==> config.mk <==
export PLATFORM = sky130hd
export DESIGN_NAME = pwm_channel_watchdog_encoder
export DESIGN_NICKNAME = d
export VERILOG_FILES = /design/src/rtl/pcwe_pkg.sv /design/src/rtl/pcwe_seq.sv /design/src/rtl/pcwe_dp.sv /design/src/rtl/pwm_channel_watchdog_encoder.sv
export SDC_FILE = /design/constraint.sdc
export NUM_CORES = 2
export LEC_CHECK = 0
export ABC_AREA = 1
export ABC_CLOCK_PERIOD_IN_PS = 7300
export BUFFER_PORTS_ARGS = -buffer_cell sky130_fd_sc_hd__buf_4
export CAP_MARGIN = 20
export CELL_PAD_IN_SITES_DETAIL_PLACEMENT = 1
export CELL_PAD_IN_SITES_GLOBAL_PLACEMENT = 1
export CORE_ASPECT_RATIO = 2
export CORE_UTILIZATION = 28
export DETAILED_ROUTE_END_ITERATION = 16
export PLACE_DENSITY = 0.47
export SYNTH_ARGS = -nofsm -noshare
export SYNTH_HDL_FRONTEND = slang
export SYNTH_SLANG_ARGS = --single-unit
==> constraint.sdc <==
create_clock -name clock -period 7.3 [get_ports clock]
set_clock_uncertainty 0.2 [all_clocks]
set_input_delay 0.73 -clock clock [delete_from_list [all_inputs] [get_ports clock]]
set_output_delay 0.73 -clock clock [all_outputs]
set_load 0.05 [all_outputs]
==> src/rtl/pcwe_pkg.sv <==
// Shared types, constants and the LED byte encoder for the PWM watchdog encoder.
`timescale 1ns / 1ps
`default_nettype none
package pcwe_pkg;

   localparam int CHANNELS      = 16;
   localparam int CHECK_DIVIDER = 10;
   localparam int TIME_W        = 32;

   localparam int CH_W  = (CHANNELS > 1) ? $clog2(CHANNELS) : 1;
   localparam int PH_W  = (CHECK_DIVIDER > 1) ? $clog2(CHECK_DIVIDER) : 1;
   localparam int CMP_W = (TIME_W > 33) ? TIME_W : 33;
   localparam int PC_W  = 4;

   localparam logic [31:0] TIMEOUT_RESET  = 32'd5000;
   localparam logic [15:0] DUTY_MAX_RESET = 16'hFFFF;
   localparam logic [11:0] DUTY_FULL      = 12'h0FFF;
   localparam logic [4:0]  FULL_FLAG      = 5'h10;

   typedef enum logic [2:0] {
      CSR_TABLE_CHANNEL = 3'd0,
      CSR_TIMEOUT       = 3'd1,
      CSR_FALLBACK      = 3'd2,
      CSR_DUTY_MIN      = 3'd3,
      CSR_DUTY_MAX      = 3'd4
   } csr_index_type;

   typedef enum logic [3:0] {
      UOP_NOP        = 4'd0,
      UOP_FETCH      = 4'd1,
      UOP_CMD_READ   = 4'd2,
      UOP_CMD_UPDATE = 4'd3,
      UOP_PUSH_CMD   = 4'd4,
      UOP_TICK_START = 4'd5,
      UOP_SCAN_READ  = 4'd6,
      UOP_PUSH_PEND  = 4'd7,
      UOP_SET_PEND   = 4'd8,
      UOP_NEXT_CH    = 4'd9,
      UOP_PUSH_LAST  = 4'd10
   } uop_type;

   typedef enum logic [3:0] {
      COND_NEVER     = 4'd0,
      COND_ALWAYS    = 4'd1,
      COND_NO_ITEM   = 4'd2,
      COND_IS_TICK   = 4'd3,
      COND_SKIP      = 4'd4,
      COND_PHASE_NZ  = 4'd5,
      COND_NO_HIT    = 4'd6,
      COND_MORE_CH   = 4'd7,
      COND_OUT_BUSY  = 4'd8,
      COND_WAIT_PEND = 4'd9
   } cond_type;

   typedef struct packed {
      uop_type          uop;
      cond_type         cond;
      logic [PC_W-1:0]  target;
   } ctrl_word_type;

   typedef struct packed {
      logic no_item;
      logic is_tick;
      logic skip;
      logic phase_nz;
      logic no_hit;
      logic more_ch;
      logic out_busy;
      logic wait_pend;
   } status_type;

   typedef struct packed {
      logic        op;
      logic [3:0]  channel;
      logic signed [31:0] command_value;
      logic [31:0] time_ms;
   } req_word_type;

   typedef struct packed {
      logic [3:0] out_channel;
      logic [7:0] on_low;
      logic [4:0] on_high;
      logic [7:0] off_low;
      logic [4:0] off_high;
      logic       from_timeout;
      logic       last;
   } rsp_word_type;

   typedef struct packed {
      logic [4:0] on_high;
      logic [7:0] off_low;
      logic [4:0] off_high;
   } led_bytes_type;

   // Full on, full off, or off count = duty/16 + 1.
   function automatic led_bytes_type led_encode(input logic [15:0] duty);
      logic [11:0]   d;
      logic [12:0]   p;
      led_bytes_type r;
      d = duty[15:4];
      p = {1'b0, d} + 13'd1;
      r = '0;
      if (d == DUTY_FULL) begin
         r.on_high = FULL_FLAG;
      end else if (d == 12'd0) begin
         r.off_high = FULL_FLAG;
      end else begin
         r.off_low  = p[7:0];
         r.off_high = {1'b0, p[11:8]};
      end
      return r;
   endfunction

endpackage
`default_nettype wire

==> src/rtl/pcwe_seq.sv <==
// Microprogram sequencer: step counter, control store and conditional jumps.
`timescale 1ns / 1ps
`default_nettype none
module pcwe_seq (
   input  wire logic                    clock,
   input  wire logic                    reset,
   input  wire pcwe_pkg::status_type    status,
   output pcwe_pkg::ctrl_word_type      ctl
);

   localparam logic [pcwe_pkg::PC_W-1:0] PC_FETCH   = 4'd0;
   localparam logic [pcwe_pkg::PC_W-1:0] PC_PUSH    = 4'd4;
   localparam logic [pcwe_pkg::PC_W-1:0] PC_TICK    = 4'd6;
   localparam logic [pcwe_pkg::PC_W-1:0] PC_SCAN    = 4'd7;
   localparam logic [pcwe_pkg::PC_W-1:0] PC_EMIT    = 4'd9;
   localparam logic [pcwe_pkg::PC_W-1:0] PC_NEXT    = 4'd11;
   localparam logic [pcwe_pkg::PC_W-1:0] PC_FLUSH   = 4'd12;

   logic [pcwe_pkg::PC_W-1:0] pc_ff;
   logic [pcwe_pkg::PC_W-1:0] pc_in;
   logic                      take;

   function automatic pcwe_pkg::ctrl_word_type rom(input logic [pcwe_pkg::PC_W-1:0] pc);
      pcwe_pkg::ctrl_word_type w;
      w.target = PC_FETCH;
      case (pc)
         4'd0: begin
            w.uop = pcwe_pkg::UOP_FETCH;      w.cond = pcwe_pkg::COND_NO_ITEM;
         end
         4'd1: begin
            w.uop = pcwe_pkg::UOP_NOP;        w.cond = pcwe_pkg::COND_IS_TICK;
            w.target = PC_TICK;
         end
         4'd2: begin
            w.uop = pcwe_pkg::UOP_CMD_READ;   w.cond = pcwe_pkg::COND_NEVER;
         end
         4'd3: begin
            w.uop = pcwe_pkg::UOP_CMD_UPDATE; w.cond = pcwe_pkg::COND_SKIP;
         end
         4'd4: begin
            w.uop = pcwe_pkg::UOP_PUSH_CMD;   w.cond = pcwe_pkg::COND_OUT_BUSY;
            w.target = PC_PUSH;
         end
         4'd5: begin
            w.uop = pcwe_pkg::UOP_NOP;        w.cond = pcwe_pkg::COND_ALWAYS;
         end
         4'd6: begin
            w.uop = pcwe_pkg::UOP_TICK_START; w.cond = pcwe_pkg::COND_PHASE_NZ;
         end
         4'd7: begin
            w.uop = pcwe_pkg::UOP_SCAN_READ;  w.cond = pcwe_pkg::COND_NEVER;
         end
         4'd8: begin
            w.uop = pcwe_pkg::UOP_NOP;        w.cond = pcwe_pkg::COND_NO_HIT;
            w.target = PC_NEXT;
         end
         4'd9: begin
            w.uop = pcwe_pkg::UOP_PUSH_PEND;  w.cond = pcwe_pkg::COND_WAIT_PEND;
            w.target = PC_EMIT;
         end
         4'd10: begin
            w.uop = pcwe_pkg::UOP_SET_PEND;   w.cond = pcwe_pkg::COND_NEVER;
         end
         4'd11: begin
            w.uop = pcwe_pkg::UOP_NEXT_CH;    w.cond = pcwe_pkg::COND_MORE_CH;
            w.target = PC_SCAN;
         end
         4'd12: begin
            w.uop = pcwe_pkg::UOP_PUSH_LAST;  w.cond = pcwe_pkg::COND_WAIT_PEND;
            w.target = PC_FLUSH;
         end
         default: begin
            w.uop = pcwe_pkg::UOP_NOP;        w.cond = pcwe_pkg::COND_ALWAYS;
         end
      endcase
      return w;
   endfunction

   assign ctl = rom(pc_ff);

   always_comb begin
      unique case (ctl.cond)
         pcwe_pkg::COND_NEVER:     take = 1'b0;
         pcwe_pkg::COND_ALWAYS:    take = 1'b1;
         pcwe_pkg::COND_NO_ITEM:   take = status.no_item;
         pcwe_pkg::COND_IS_TICK:   take = status.is_tick;
         pcwe_pkg::COND_SKIP:      take = status.skip;
         pcwe_pkg::COND_PHASE_NZ:  take = status.phase_nz;
         pcwe_pkg::COND_NO_HIT:    take = status.no_hit;
         pcwe_pkg::COND_MORE_CH:   take = status.more_ch;
         pcwe_pkg::COND_OUT_BUSY:  take = status.out_busy;
         pcwe_pkg::COND_WAIT_PEND: take = status.wait_pend;
         default:                  take = 1'b1;
      endcase
      pc_in = take ? ctl.target : pc_ff + 4'd1;
   end

   always_ff @(posedge clock) begin
      if (reset) begin
         pc_ff <= PC_FETCH;
      end else begin
         pc_ff <= pc_in;
      end
   end

endmodule
`default_nettype wire

==> src/rtl/pcwe_dp.sv <==
// Datapath: channel tables, watchdog times, clamp, scan unit and output register.
`timescale 1ns / 1ps
`default_nettype none
module pcwe_dp (
   input  wire logic                       clock,
   input  wire logic                       reset,
   input  wire pcwe_pkg::ctrl_word_type    ctl,
   output pcwe_pkg::status_type            status,
   input  wire logic                       req_valid,
   input  wire pcwe_pkg::req_word_type     req_word,
   input  wire logic                       csr_we,
   input  wire logic [2:0]                 csr_index,
   input  wire logic [31:0]                csr_wdata,
   input  wire logic                       rsp_stall,
   output logic                            rsp_valid,
   output pcwe_pkg::rsp_word_type          rsp_word
);

   localparam int CW = pcwe_pkg::CH_W;
   localparam int TW = pcwe_pkg::TIME_W;
   localparam int NCH = pcwe_pkg::CHANNELS;

   // configuration tables
   logic [3:0]  table_ch_ff;
   logic [31:0] timeout_table_ff  [NCH];
   logic [15:0] fallback_table_ff [NCH];
   logic [15:0] min_table_ff      [NCH];
   logic [15:0] max_table_ff      [NCH];

   // per-channel command history
   logic [TW-1:0] last_set_ff    [NCH];
   logic [TW-1:0] last_change_ff [NCH];
   logic [30:0]   last_cmd_ff    [NCH];

   pcwe_pkg::req_word_type item_ff;
   logic          cmd_bad_ff;
   logic          cmd_changed_ff;
   logic [31:0]   ent_tmo_ff;
   logic [15:0]   ent_min_ff;
   logic [15:0]   ent_max_ff;
   logic [15:0]   duty_ff;

   logic [pcwe_pkg::PH_W-1:0] phase_ff;
   logic [pcwe_pkg::PH_W-1:0] phase_in;
   logic [CW-1:0] scan_ch_ff;
   logic          to_nz_ff;
   logic [32:0]   mag_ff;
   logic [TW-1:0] diff_ff;
   logic [15:0]   fb_ff;

   logic          pend_ff;
   logic [CW-1:0] pend_ch_ff;
   logic [15:0]   pend_duty_ff;

   logic                   rsp_valid_ff;
   pcwe_pkg::rsp_word_type rsp_word_ff;
   pcwe_pkg::rsp_word_type rsp_word_in;
   pcwe_pkg::led_bytes_type led;

   logic [CW-1:0] cmd_idx;
   logic [CW-1:0] tab_idx;
   logic          tab_ok;
   logic [31:0]   cmd_val;
   logic [TW-1:0] item_time;
   logic [31:0]   scan_tmo;
   logic [15:0]   clamp;
   logic          skip;
   logic          hit;
   logic          out_busy;
   logic          push_cmd;
   logic          push_pend;
   logic          push;

   assign cmd_idx   = CW'(item_ff.channel);
   assign tab_idx   = CW'(table_ch_ff);
   assign tab_ok    = int'(table_ch_ff) < NCH;
   assign cmd_val   = item_ff.command_value;
   assign item_time = TW'(item_ff.time_ms);
   assign scan_tmo  = timeout_table_ff[scan_ch_ff];

   always_comb begin
      if (cmd_val > {16'd0, ent_max_ff}) begin
         clamp = ent_max_ff;
      end else if (cmd_val < {16'd0, ent_min_ff}) begin
         clamp = ent_min_ff;
      end else begin
         clamp = cmd_val[15:0];
      end
   end

   assign skip      = cmd_bad_ff | (!cmd_changed_ff & (ent_tmo_ff != 32'd0));
   assign hit       = to_nz_ff && (pcwe_pkg::CMP_W'(diff_ff) > pcwe_pkg::CMP_W'(mag_ff));
   assign out_busy  = rsp_valid_ff && rsp_stall;
   assign push_cmd  = (ctl.uop == pcwe_pkg::UOP_PUSH_CMD) && !out_busy;
   assign push_pend = ((ctl.uop == pcwe_pkg::UOP_PUSH_PEND) ||
                       (ctl.uop == pcwe_pkg::UOP_PUSH_LAST)) && pend_ff && !out_busy;
   assign push      = push_cmd | push_pend;

   assign phase_in = (phase_ff == pcwe_pkg::PH_W'(pcwe_pkg::CHECK_DIVIDER - 1)) ?
                     '0 : phase_ff + pcwe_pkg::PH_W'(1);

   always_comb begin
      status.no_item   = !req_valid;
      status.is_tick   = item_ff.op;
      status.skip      = skip;
      status.phase_nz  = (phase_ff != '0);
      status.no_hit    = !hit;
      status.more_ch   = (scan_ch_ff != CW'(NCH - 1));
      status.out_busy  = out_busy;
      status.wait_pend = pend_ff && out_busy;
   end

   always_comb begin
      led = pcwe_pkg::led_encode(push_cmd ? duty_ff : pend_duty_ff);
      rsp_word_in.out_channel  = push_cmd ? item_ff.channel : 4'(pend_ch_ff);
      rsp_word_in.on_low       = 8'd0;
      rsp_word_in.on_high      = led.on_high;
      rsp_word_in.off_low      = led.off_low;
      rsp_word_in.off_high     = led.off_high;
      rsp_word_in.from_timeout = !push_cmd;
      rsp_word_in.last         = push_cmd || (ctl.uop == pcwe_pkg::UOP_PUSH_LAST);
   end

   // configuration writes
   always_ff @(posedge clock) begin
      if (reset) begin
         table_ch_ff <= 4'd0;
         for (int i = 0; i < NCH; i++) begin
            timeout_table_ff[i]  <= pcwe_pkg::TIMEOUT_RESET;
            fallback_table_ff[i] <= 16'd0;
            min_table_ff[i]      <= 16'd0;
            max_table_ff[i]      <= pcwe_pkg::DUTY_MAX_RESET;
         end
      end else if (csr_we) begin
         unique case (csr_index)
            pcwe_pkg::CSR_TABLE_CHANNEL: table_ch_ff <= csr_wdata[3:0];
            pcwe_pkg::CSR_TIMEOUT: begin
               if (tab_ok) timeout_table_ff[tab_idx] <= csr_wdata;
            end
            pcwe_pkg::CSR_FALLBACK: begin
               if (tab_ok) fallback_table_ff[tab_idx] <= csr_wdata[15:0];
            end
            pcwe_pkg::CSR_DUTY_MIN: begin
               if (tab_ok) min_table_ff[tab_idx] <= csr_wdata[15:0];
            end
            pcwe_pkg::CSR_DUTY_MAX: begin
               if (tab_ok) max_table_ff[tab_idx] <= csr_wdata[15:0];
            end
            default: ;
         endcase
      end
   end

   // command history, updated only by an accepted command
   always_ff @(posedge clock) begin
      if (reset) begin
         for (int i = 0; i < NCH; i++) begin
            last_set_ff[i]    <= '0;
            last_change_ff[i] <= '0;
            last_cmd_ff[i]    <= 31'd0;
         end
      end else if (ctl.uop == pcwe_pkg::UOP_CMD_UPDATE && !skip) begin
         last_set_ff[cmd_idx] <= item_time;
         last_cmd_ff[cmd_idx] <= cmd_val[30:0];
         if (cmd_changed_ff) last_change_ff[cmd_idx] <= item_time;
      end
   end

   // item latch and command path
   always_ff @(posedge clock) begin
      if (ctl.uop == pcwe_pkg::UOP_FETCH && req_valid) item_ff <= req_word;
      if (ctl.uop == pcwe_pkg::UOP_CMD_READ) begin
         cmd_bad_ff     <= (int'(item_ff.channel) >= NCH) | cmd_val[31];
         cmd_changed_ff <= (cmd_val[30:0] != last_cmd_ff[cmd_idx]);
         ent_tmo_ff     <= timeout_table_ff[cmd_idx];
         ent_min_ff     <= min_table_ff[cmd_idx];
         ent_max_ff     <= max_table_ff[cmd_idx];
      end
      if (ctl.uop == pcwe_pkg::UOP_CMD_UPDATE) duty_ff <= clamp;
   end

   // scan unit: one channel per pass, difference and magnitude registered
   always_ff @(posedge clock) begin
      if (ctl.uop == pcwe_pkg::UOP_SCAN_READ) begin
         to_nz_ff <= (scan_tmo != 32'd0);
         mag_ff   <= scan_tmo[31] ? (33'd0 - {1'b1, scan_tmo}) : {1'b0, scan_tmo};
         diff_ff  <= item_time - (scan_tmo[31] ? last_change_ff[scan_ch_ff]
                                               : last_set_ff[scan_ch_ff]);
         fb_ff    <= fallback_table_ff[scan_ch_ff];
      end
      if (ctl.uop == pcwe_pkg::UOP_SET_PEND) begin
         pend_ch_ff   <= scan_ch_ff;
         pend_duty_ff <= fb_ff;
      end
   end

   always_ff @(posedge clock) begin
      if (reset) begin
         phase_ff   <= '0;
         scan_ch_ff <= '0;
         pend_ff    <= 1'b0;
      end else begin
         if (ctl.uop == pcwe_pkg::UOP_TICK_START) begin
            phase_ff   <= phase_in;
            scan_ch_ff <= '0;
         end else if (ctl.uop == pcwe_pkg::UOP_NEXT_CH) begin
            scan_ch_ff <= scan_ch_ff + CW'(1);
         end
         if (ctl.uop == pcwe_pkg::UOP_SET_PEND) begin
            pend_ff <= 1'b1;
         end else if (push_pend || ctl.uop == pcwe_pkg::UOP_TICK_START) begin
            pend_ff <= 1'b0;
         end
      end
   end

   // output register
   always_ff @(posedge clock) begin
      if (reset) begin
         rsp_valid_ff <= 1'b0;
      end else if (push) begin
         rsp_valid_ff <= 1'b1;
      end else if (!rsp_stall) begin
         rsp_valid_ff <= 1'b0;
      end
   end

   always_ff @(posedge clock) begin
      if (push) rsp_word_ff <= rsp_word_in;
   end

   assign rsp_valid = rsp_valid_ff;
   assign rsp_word  = rsp_word_ff;

`ifndef SYNTHESIS
   a_pend_drained: assert property (@(posedge clock) disable iff (reset)
      ctl.uop == pcwe_pkg::UOP_FETCH |-> !pend_ff)
      else $error("pending fallback word left behind at fetch");
   a_cmd_word: assert property (@(posedge clock) disable iff (reset)
      push_cmd |=> rsp_valid_ff && rsp_word_ff.last && !rsp_word_ff.from_timeout)
      else $error("command word not flagged as last and direct");
   a_hit_nonzero: assert property (@(posedge clock) disable iff (reset)
      ctl.uop == pcwe_pkg::UOP_SET_PEND |-> to_nz_ff)
      else $error("fallback queued for a channel without watchdog");
`endif

endmodule
`default_nettype wire

==> src/rtl/pwm_channel_watchdog_encoder.sv <==
// Top level of the sixteen-channel PWM command gate with per-channel watchdog.
// Usage:
//   req_ channel carries one word per input: a channel command (op = 0) or a
//   time tick (op = 1). A word is taken when req_valid is high and req_stall
//   low; req_stall is low only while the sequencer sits at its fetch step.
//   rsp_ channel carries LED register writes. A command yields at most one
//   word (last set). Every tenth tick, counting the first, scans all
//   channels and yields one word per expired channel, last set on the final.
//   csr_ port writes table_channel and the per-channel table entry it selects.
// Steps: a command is fetched, its table entries read, the history updated
//   and the word pushed; a dropped command skips the push. A scanning tick
//   visits the sixteen channels in turn, set by the microprogram: one table
//   entry read and one compare per pass.
// Output: one registered word; while it waits under rsp_stall, a push step
//   with a word to send holds, takes no new input, and the waiting word stays.
// Reset (synchronous, active high): tables return to their defaults, the
//   command history and tick phase clear, the output register empties.
`timescale 1ns / 1ps
`default_nettype none
module pwm_channel_watchdog_encoder (
   input  wire logic                    clock,
   input  wire logic                    reset,
   input  wire logic                    req_valid,
   output logic                         req_stall,
   input  wire pcwe_pkg::req_word_type  req_word,
   input  wire logic                    csr_we,
   input  wire logic [2:0]              csr_index,
   input  wire logic [31:0]             csr_wdata,
   output logic                         rsp_valid,
   input  wire logic                    rsp_stall,
   output pcwe_pkg::rsp_word_type       rsp_word
);

   pcwe_pkg::ctrl_word_type ctl;
   pcwe_pkg::status_type    status;

   // Sequencer steps the microprogram; branches read datapath status.
   pcwe_seq u_seq (
      .clock  (clock),
      .reset  (reset),
      .status (status),
      .ctl    (ctl)
   );

   // Datapath executes one control word per cycle.
   pcwe_dp u_dp (
      .clock     (clock),
      .reset     (reset),
      .ctl       (ctl),
      .status    (status),
      .req_valid (req_valid),
      .req_word  (req_word),
      .csr_we    (csr_we),
      .csr_index (csr_index),
      .csr_wdata (csr_wdata),
      .rsp_stall (rsp_stall),
      .rsp_valid (rsp_valid),
      .rsp_word  (rsp_word)
   );

   // Take a new word only at the fetch step.
   assign req_stall = (ctl.uop != pcwe_pkg::UOP_FETCH);

endmodule
`default_nettype wire
# Word level (Yosys, flattened, before mapping)
# Memories as Yosys holds them, arrays and structs flattened. A register that Yosys moved wholly into a read port is not among the register bits.
# Cells that the tools add are included.
# W data, S select, Z words.
dict set report word_totals {
  mem_bits_rw 2800
  ff_bits 215
  output_inout_bits 34
  n_memories 7
  wordCells 189
}
dict set report op_classes {
  add_sub_neg 6
  magnitude_cmp 3
  n_eq_ne 39
  n_mux 70
  n_reduce_logical 35
  bitwise 3
}
# memory words width rd rd_clocked_by_memory_dff wr line_no
set mem_list {}
lappend mem_list {u_dp.last_change_ff 16 32 1 1 16 pcwe_dp.sv:32} ;# logic [TW-1:0] last_change_ff [NCH];
lappend mem_list {u_dp.last_set_ff 16 32 1 1 16 pcwe_dp.sv:31} ;# logic [TW-1:0] last_set_ff [NCH];
lappend mem_list {u_dp.timeout_table_ff 16 32 2 2 16 pcwe_dp.sv:25} ;# logic [31:0] timeout_table_ff [NCH];
lappend mem_list {u_dp.last_cmd_ff 16 31 1 1 16 pcwe_dp.sv:33} ;# logic [30:0] last_cmd_ff [NCH];
lappend mem_list {u_dp.fallback_table_ff 16 16 1 1 16 pcwe_dp.sv:26} ;# logic [15:0] fallback_table_ff [NCH];
lappend mem_list {u_dp.max_table_ff 16 16 1 1 16 pcwe_dp.sv:28} ;# logic [15:0] max_table_ff [NCH];
lappend mem_list {{+1 memories} -- -- -- -- -- --}
# operator n
set op_table {}
lappend op_table {{$mux W32} 4}
lappend op_table {{$mux W16} 6}
lappend op_table {{$pmux W8 S12} 1}
lappend op_table {{$reduce_or A32 Y1} 3}
lappend op_table {{$mux W4} 17}
lappend op_table {{$reduce_bool A32 Y1} 2}
lappend op_table {{$mux W31} 2}
lappend op_table {{$reduce_or A16 Y1} 3}
lappend op_table {{$eq A4 B3 Y1 const B} 11}
lappend op_table {{$eq A4 B4 Y1 const B} 11}
lappend op_table {{$mux W1} 36}
lappend op_table {{$gt A32 B33 Y1} 1}
lappend op_table {{$sub A1 B33 Y33 const A} 1}
lappend op_table {{$gt A32 B16 Y1} 1}
lappend op_table {{$lt A32 B16 Y1} 1}
lappend op_table {{$sub A32 B32 Y32} 1}
lappend op_table {{$ne A31 B31 Y1} 1}
lappend op_table {{$reduce_or A31 Y1} 1}
lappend op_table {{$eq A4 B2 Y1 const B} 6}
lappend op_table {{$pmux W4 S6} 1}
lappend op_table {{$add A12 B1 Y12 const B} 1}
lappend op_table {{$add A4 B1 Y4 const B} 3}
lappend op_table {{$eq A12 B12 Y1 const B} 1}
lappend op_table {{$logic_not A12 Y1} 1}
lappend op_table {{other kinds (20)} 40}

# Longest topological paths before layout
dict set report logic_depth {
  depth_word 10
  mapped_depth 24
  ltp_nobuf 20
}

# Modules after synthesis
# A second synthesis with hierarchy kept.
dict set report unflattened {
  hier_cells 13686
  area_unflattened_um2 139996.8
}
# mod seq_area_each_um2 area_each_um2 n_inst cells_each
set by_module_without_submodules {}
lappend by_module_without_submodules {pcwe_dp 90436.7 139209.8 1 13571}
lappend by_module_without_submodules {pcwe_seq 80.1 772.0 1 111}
lappend by_module_without_submodules {pwm_channel_watchdog_encoder 0.0 15.0 1 4}

# Least setup slack after synthesis
# OpenSTA, ideal clock, no wires.
dict set report synth_timing {
  path_type {register to register}
  from {register u_seq.pc_ff[0] (netlist bit)}
  to {register u_dp.item_ff, in the netlist u_dp.cmd_idx[0] (enable)}
  setup_slack_ns 1.821
  synth_period_minus_slack_ns 5.479
  n_path_buf 0
  path_stages_with_launch 10
  required_ns 6.594
  arrival_ns 4.773
  path_cell_list {dfxtp_1 inv_1 ha_1 nand3_2 nand2_2 inv_2 o21ai_4 nor2_1 nand2_1 nor2_1}
}
dict set report synth_via {
  elab_chain_cells 4
  elab_cells_between_ends 15
  cone_classes {eq/ne: 12; mux: 1; reduce/logical: 2}
}
# item line_no
set synth_lines {}
lappend synth_lines {{start: declaration} pcwe_seq.sv:19} ;# logic [pcwe_pkg::PC_W-1:0] pc_ff;
lappend synth_lines {{start signal: assignment} pcwe_seq.sv:102} ;# pc_ff <= pc_in;
lappend synth_lines {{$eq A4 B4 Y1 (tied with other cells)} pcwe_seq.sv:26} ;# case (pc)
lappend synth_lines {{$pmux W8 S12 (*)} pcwe_seq.sv:26}
lappend synth_lines {{$eq A4 B1 Y1 (*)} pcwe_dp.sv:171} ;# if (ctl.uop == pcwe_pkg::UOP_FETCH && req_valid) item_ff <= req_word;
lappend synth_lines {{$logic_and A1 B1 Y1 (*)} pcwe_dp.sv:171}
lappend synth_lines {{end signal: assignment} pcwe_dp.sv:171}
lappend synth_lines {{end: declaration} pcwe_dp.sv:35} ;# pcwe_pkg::req_word_type item_ff;
# Every way passes the cells marked *; elsewhere a longest branch is shown, timed or not.
# A chain may end at the register's enable or synchronous reset.

==> results.sh <==
export IMPL_status="complete, no violations"
export IMPL_dieArea_mm2=0.502
export IMPL_antenna_found_initial=21
export IMPL_synth_cell_types=59
export IMPL_worstHoldPathType="in2reg"
export IMPL_worst_slew_pin_slew_ns=1.21
export IMPL_routedWlPerCell_um=30.9
export IMPL_areaGrowthSynthToFinish_pct=13.3
export IMPL_io_pins=143
export IMPL_slew_violations=0
export IMPL_max_slew_margin=0.193
export IMPL_final_cell_mix="nor2_1, edfxtp_1, nand2_1"
export IMPL_yosysSeqAreaShare=0.648
export IMPL_fin_tns_setup_ns=0
export IMPL_worst_setup_path_end_kind="flop"
export IMPL_fp_dieW_um=501
export IMPL_grt_pass1_vias=114000
export IMPL_hold_viol_final=0
export IMPL_cp_data_arrival_time_ns=6.90
export IMPL_crit_path_start_kind="flop"
export IMPL_clock_sinks=3023
export IMPL_worstPathRequired_ns=7.79
export IMPL_period_share=0.878
export IMPL_synth_area_leaders="edfxtp_1, nor2_1, o21ai_0"
export IMPL_power_w=0.0494
export IMPL_synth_async_reset_ratio=0
export IMPL_clk_pin_slew_worst_paths_ns=0.07
export IMPL_yosys_warnings=0
export IMPL_ys_flop_type="edfxtp_1"
export IMPL_vias_per_cell=5.30
export IMPL_synth_seq_cells=3023
export IMPL_syn_inst=13500
export IMPL_setup_violations=0
export IMPL_wl_mm=621
export IMPL_rows=366
export IMPL_min_period_ns=6.41
export IMPL_cts_max_level=5
export IMPL_grt_overflow_total=0
export IMPL_fmax_mhz=156
export IMPL_cts_buffers=309
export IMPL_final_common_cell="nor2_1"
export IMPL_fillers=55200
export IMPL_first_pass_iters=5
export IMPL_die_y_mm=1.00
export IMPL_rsz0062_at_grt="false"
export IMPL_place_congestion=0.818
export IMPL_synth_area_per_cell_um2=10.4
export IMPL_power_leakage_nw=56.5
export IMPL_syn_area_mm2=0.140
export IMPL_multiInputGateArea_mm2=0.0422
export IMPL_vias=107000
export IMPL_cts_tree="yes"
export IMPL_fin_nets=13400
export IMPL_drt_iter0_drc=7537
export IMPL_grt_usage=0.243
export IMPL_worstPathMaxFanout=54
export IMPL_synth_top_cell_by_area="edfxtp_1"
export IMPL_grt_pass1_wl_mm=871
export IMPL_postRouteAntennaNets=0
export IMPL_grt_max_degree=165
export IMPL_regArea_mm2=0.0905
export IMPL_yosysTopAreaCellShare=0.645
export IMPL_root_buffer="clkbuf_16"
export IMPL_start_util=0.281
export IMPL_peakVddDrop_v=0.000178
export IMPL_hpwl_mm=380
export IMPL_core_mm2=0.496
export IMPL_post_cts_buffers=0
export IMPL_drive_gt1_frac=0.0867
export IMPL_port_buffers=130
export IMPL_critPathKind="reg2reg"
export IMPL_p_per_area_mw_per_mm2=312
export IMPL_drc_errors=0
export IMPL_synth_edf_count=2997
export IMPL_drv_cap=0
export IMPL_clockBufferDepth=4
export IMPL_clock_latency_ns=0.94
==> what timing repair did <==
action,in CTS,in global routing
endpoints found under the setup margin,0,0
resized for setup,0,0
hold buffers,75,0
endpoints found under the hold margin,76,0
==> path summary, 6_finish.rpt <==
check,from,endpoint,slack [ns],cells after the start
worst max register to register,flop,u_dp.diff_ff[20],0.89,19
worst max-delay path,flop,u_dp.diff_ff[20],0.89,19
worst min register to register,u_dp.fb_ff[12],u_dp.pend_duty_ff[12],0.22,0
worst min-delay path,csr_index[2],u_dp.tab_idx[1],0.06,4
==> sequential cells by signal (all words and copies together) (netlist names), 16 cells and up, named ones only <==
signal,cells
u_dp.cmd_val,32
u_dp.last_set_ff,512
u_dp.fallback_table_ff,192
u_dp.min_table_ff,256
u_dp.ent_tmo_ff,32
u_dp.diff_ff,32
u_dp.timeout_table_ff,512
u_dp.ent_min_ff,16
u_dp.last_cmd_ff,496
u_dp.mag_ff,33
u_dp.last_change_ff,512
u_dp.rsp_word,20
u_dp.ent_max_ff,16
u_dp.max_table_ff,256
u_dp.item_time,32
==> power breakdown <==
part           switching, W  internal [W]
clock               0.00735       0.00894
combinational       0.00948       0.00283
sequential         0.000661        0.0201
==> cell families (layout without fill, tap and decap cells) <==
group / after synthesis / after routing / share of synthesized area
other cells: 1 / 64 / 0.0000269
flops: 3023 / 3023 / 0.648
compound gates: 2559 / 2559 / 0.111
buf+inv: 1785 / 1720 / 0.0537
xor+xnor: 60 / 60 / 0.00376
simple gates: 5941 / 5941 / 0.174
fa+ha+maj: 103 / 103 / 0.00929
==> through the flow <==
| step | hold WS (ns) | utilization | setup WS, ns | instances | area (µm²) |
|---|---|---|---|---|---|
| 2_1_floorplan | 0.200 | - | 1.82 | 13500 | 140000 |
| 3_3_place_gp | 0.212 | 0.297 | 0.577 | 19400 | 147000 |
| 3_5_place_dp | 0.209 | 0.297 | 0.822 | 19400 | 148000 |
| 4_1_cts | 0.00149 | 0.318 | 0.805 | 20000 | 158000 |
| 5_1_grt | 0.0931 | 0.319 | 0.652 | 20100 | 158000 |
| 6_report | 0.0608 | 0.319 | 0.893 | 20100 | 158000 |
==> routing by layer <==
layer	wire length, µm	vias up	global-route usage
li1	-	46600	-
met1	226000	56000	0.260
met2	339000	2793	0.467
met3	21200	1110	0.0221
met4	34600	4	0.119
met5	19	-	0
==> worst max-delay path, cell delays in order, from the launching register on <==
cell and delay [ns]:
dfxtp_4 0.73, inv_8 0.28, o21ai_0 0.29, o211ai_1 0.14
nand3_1 0.22, nand2_4 0.12, inv_2 0.46, o221ai_1 0.47
o21ai_0 0.30, ha_1 0.37, a21oi_1 0.22, o21ai_0 0.39
a21oi_1 0.57, o21ai_0 0.15, buf_4 0.18, a21boi_0 0.39
o21ai_0 0.23, nand2_1 0.11, nand2_1 0.06, xor2_1 0.15
==> cell type report <==
class | instances | area share
antenna | 51 | 0.000807
clock buffer | 384 | 0.0521
clock inverter | 163 | 0.00941
inverter | 617 | 0.0151
multi-input combinational | 8676 | 0.267
sequential | 3023 | 0.572
tap | 6624 | 0.0524
timing repair buffer | 556 | 0.0310
==> cell usage after synthesis (53+ instances only) <==
| cell | n |
|---|---|
| o21ai_0 | 1282 |
| ha_1 | 102 |
| o221ai_1 | 188 |
| nor2_1 | 3271 |
| inv_1 | 540 |
| nand4_1 | 59 |
| nor3_1 | 473 |
| o211ai_1 | 145 |
| buf_6 | 53 |
| nand3_1 | 483 |
| buf_1 | 80 |
| a21oi_1 | 232 |
| clkbuf_1 | 802 |
| o22ai_1 | 216 |
| buf_2 | 194 |
| nor2_2 | 59 |
| edfxtp_1 | 2997 |
| nand2_1 | 1528 |
| a22oi_1 | 404 |
Power figures use the tool's default switching activity.
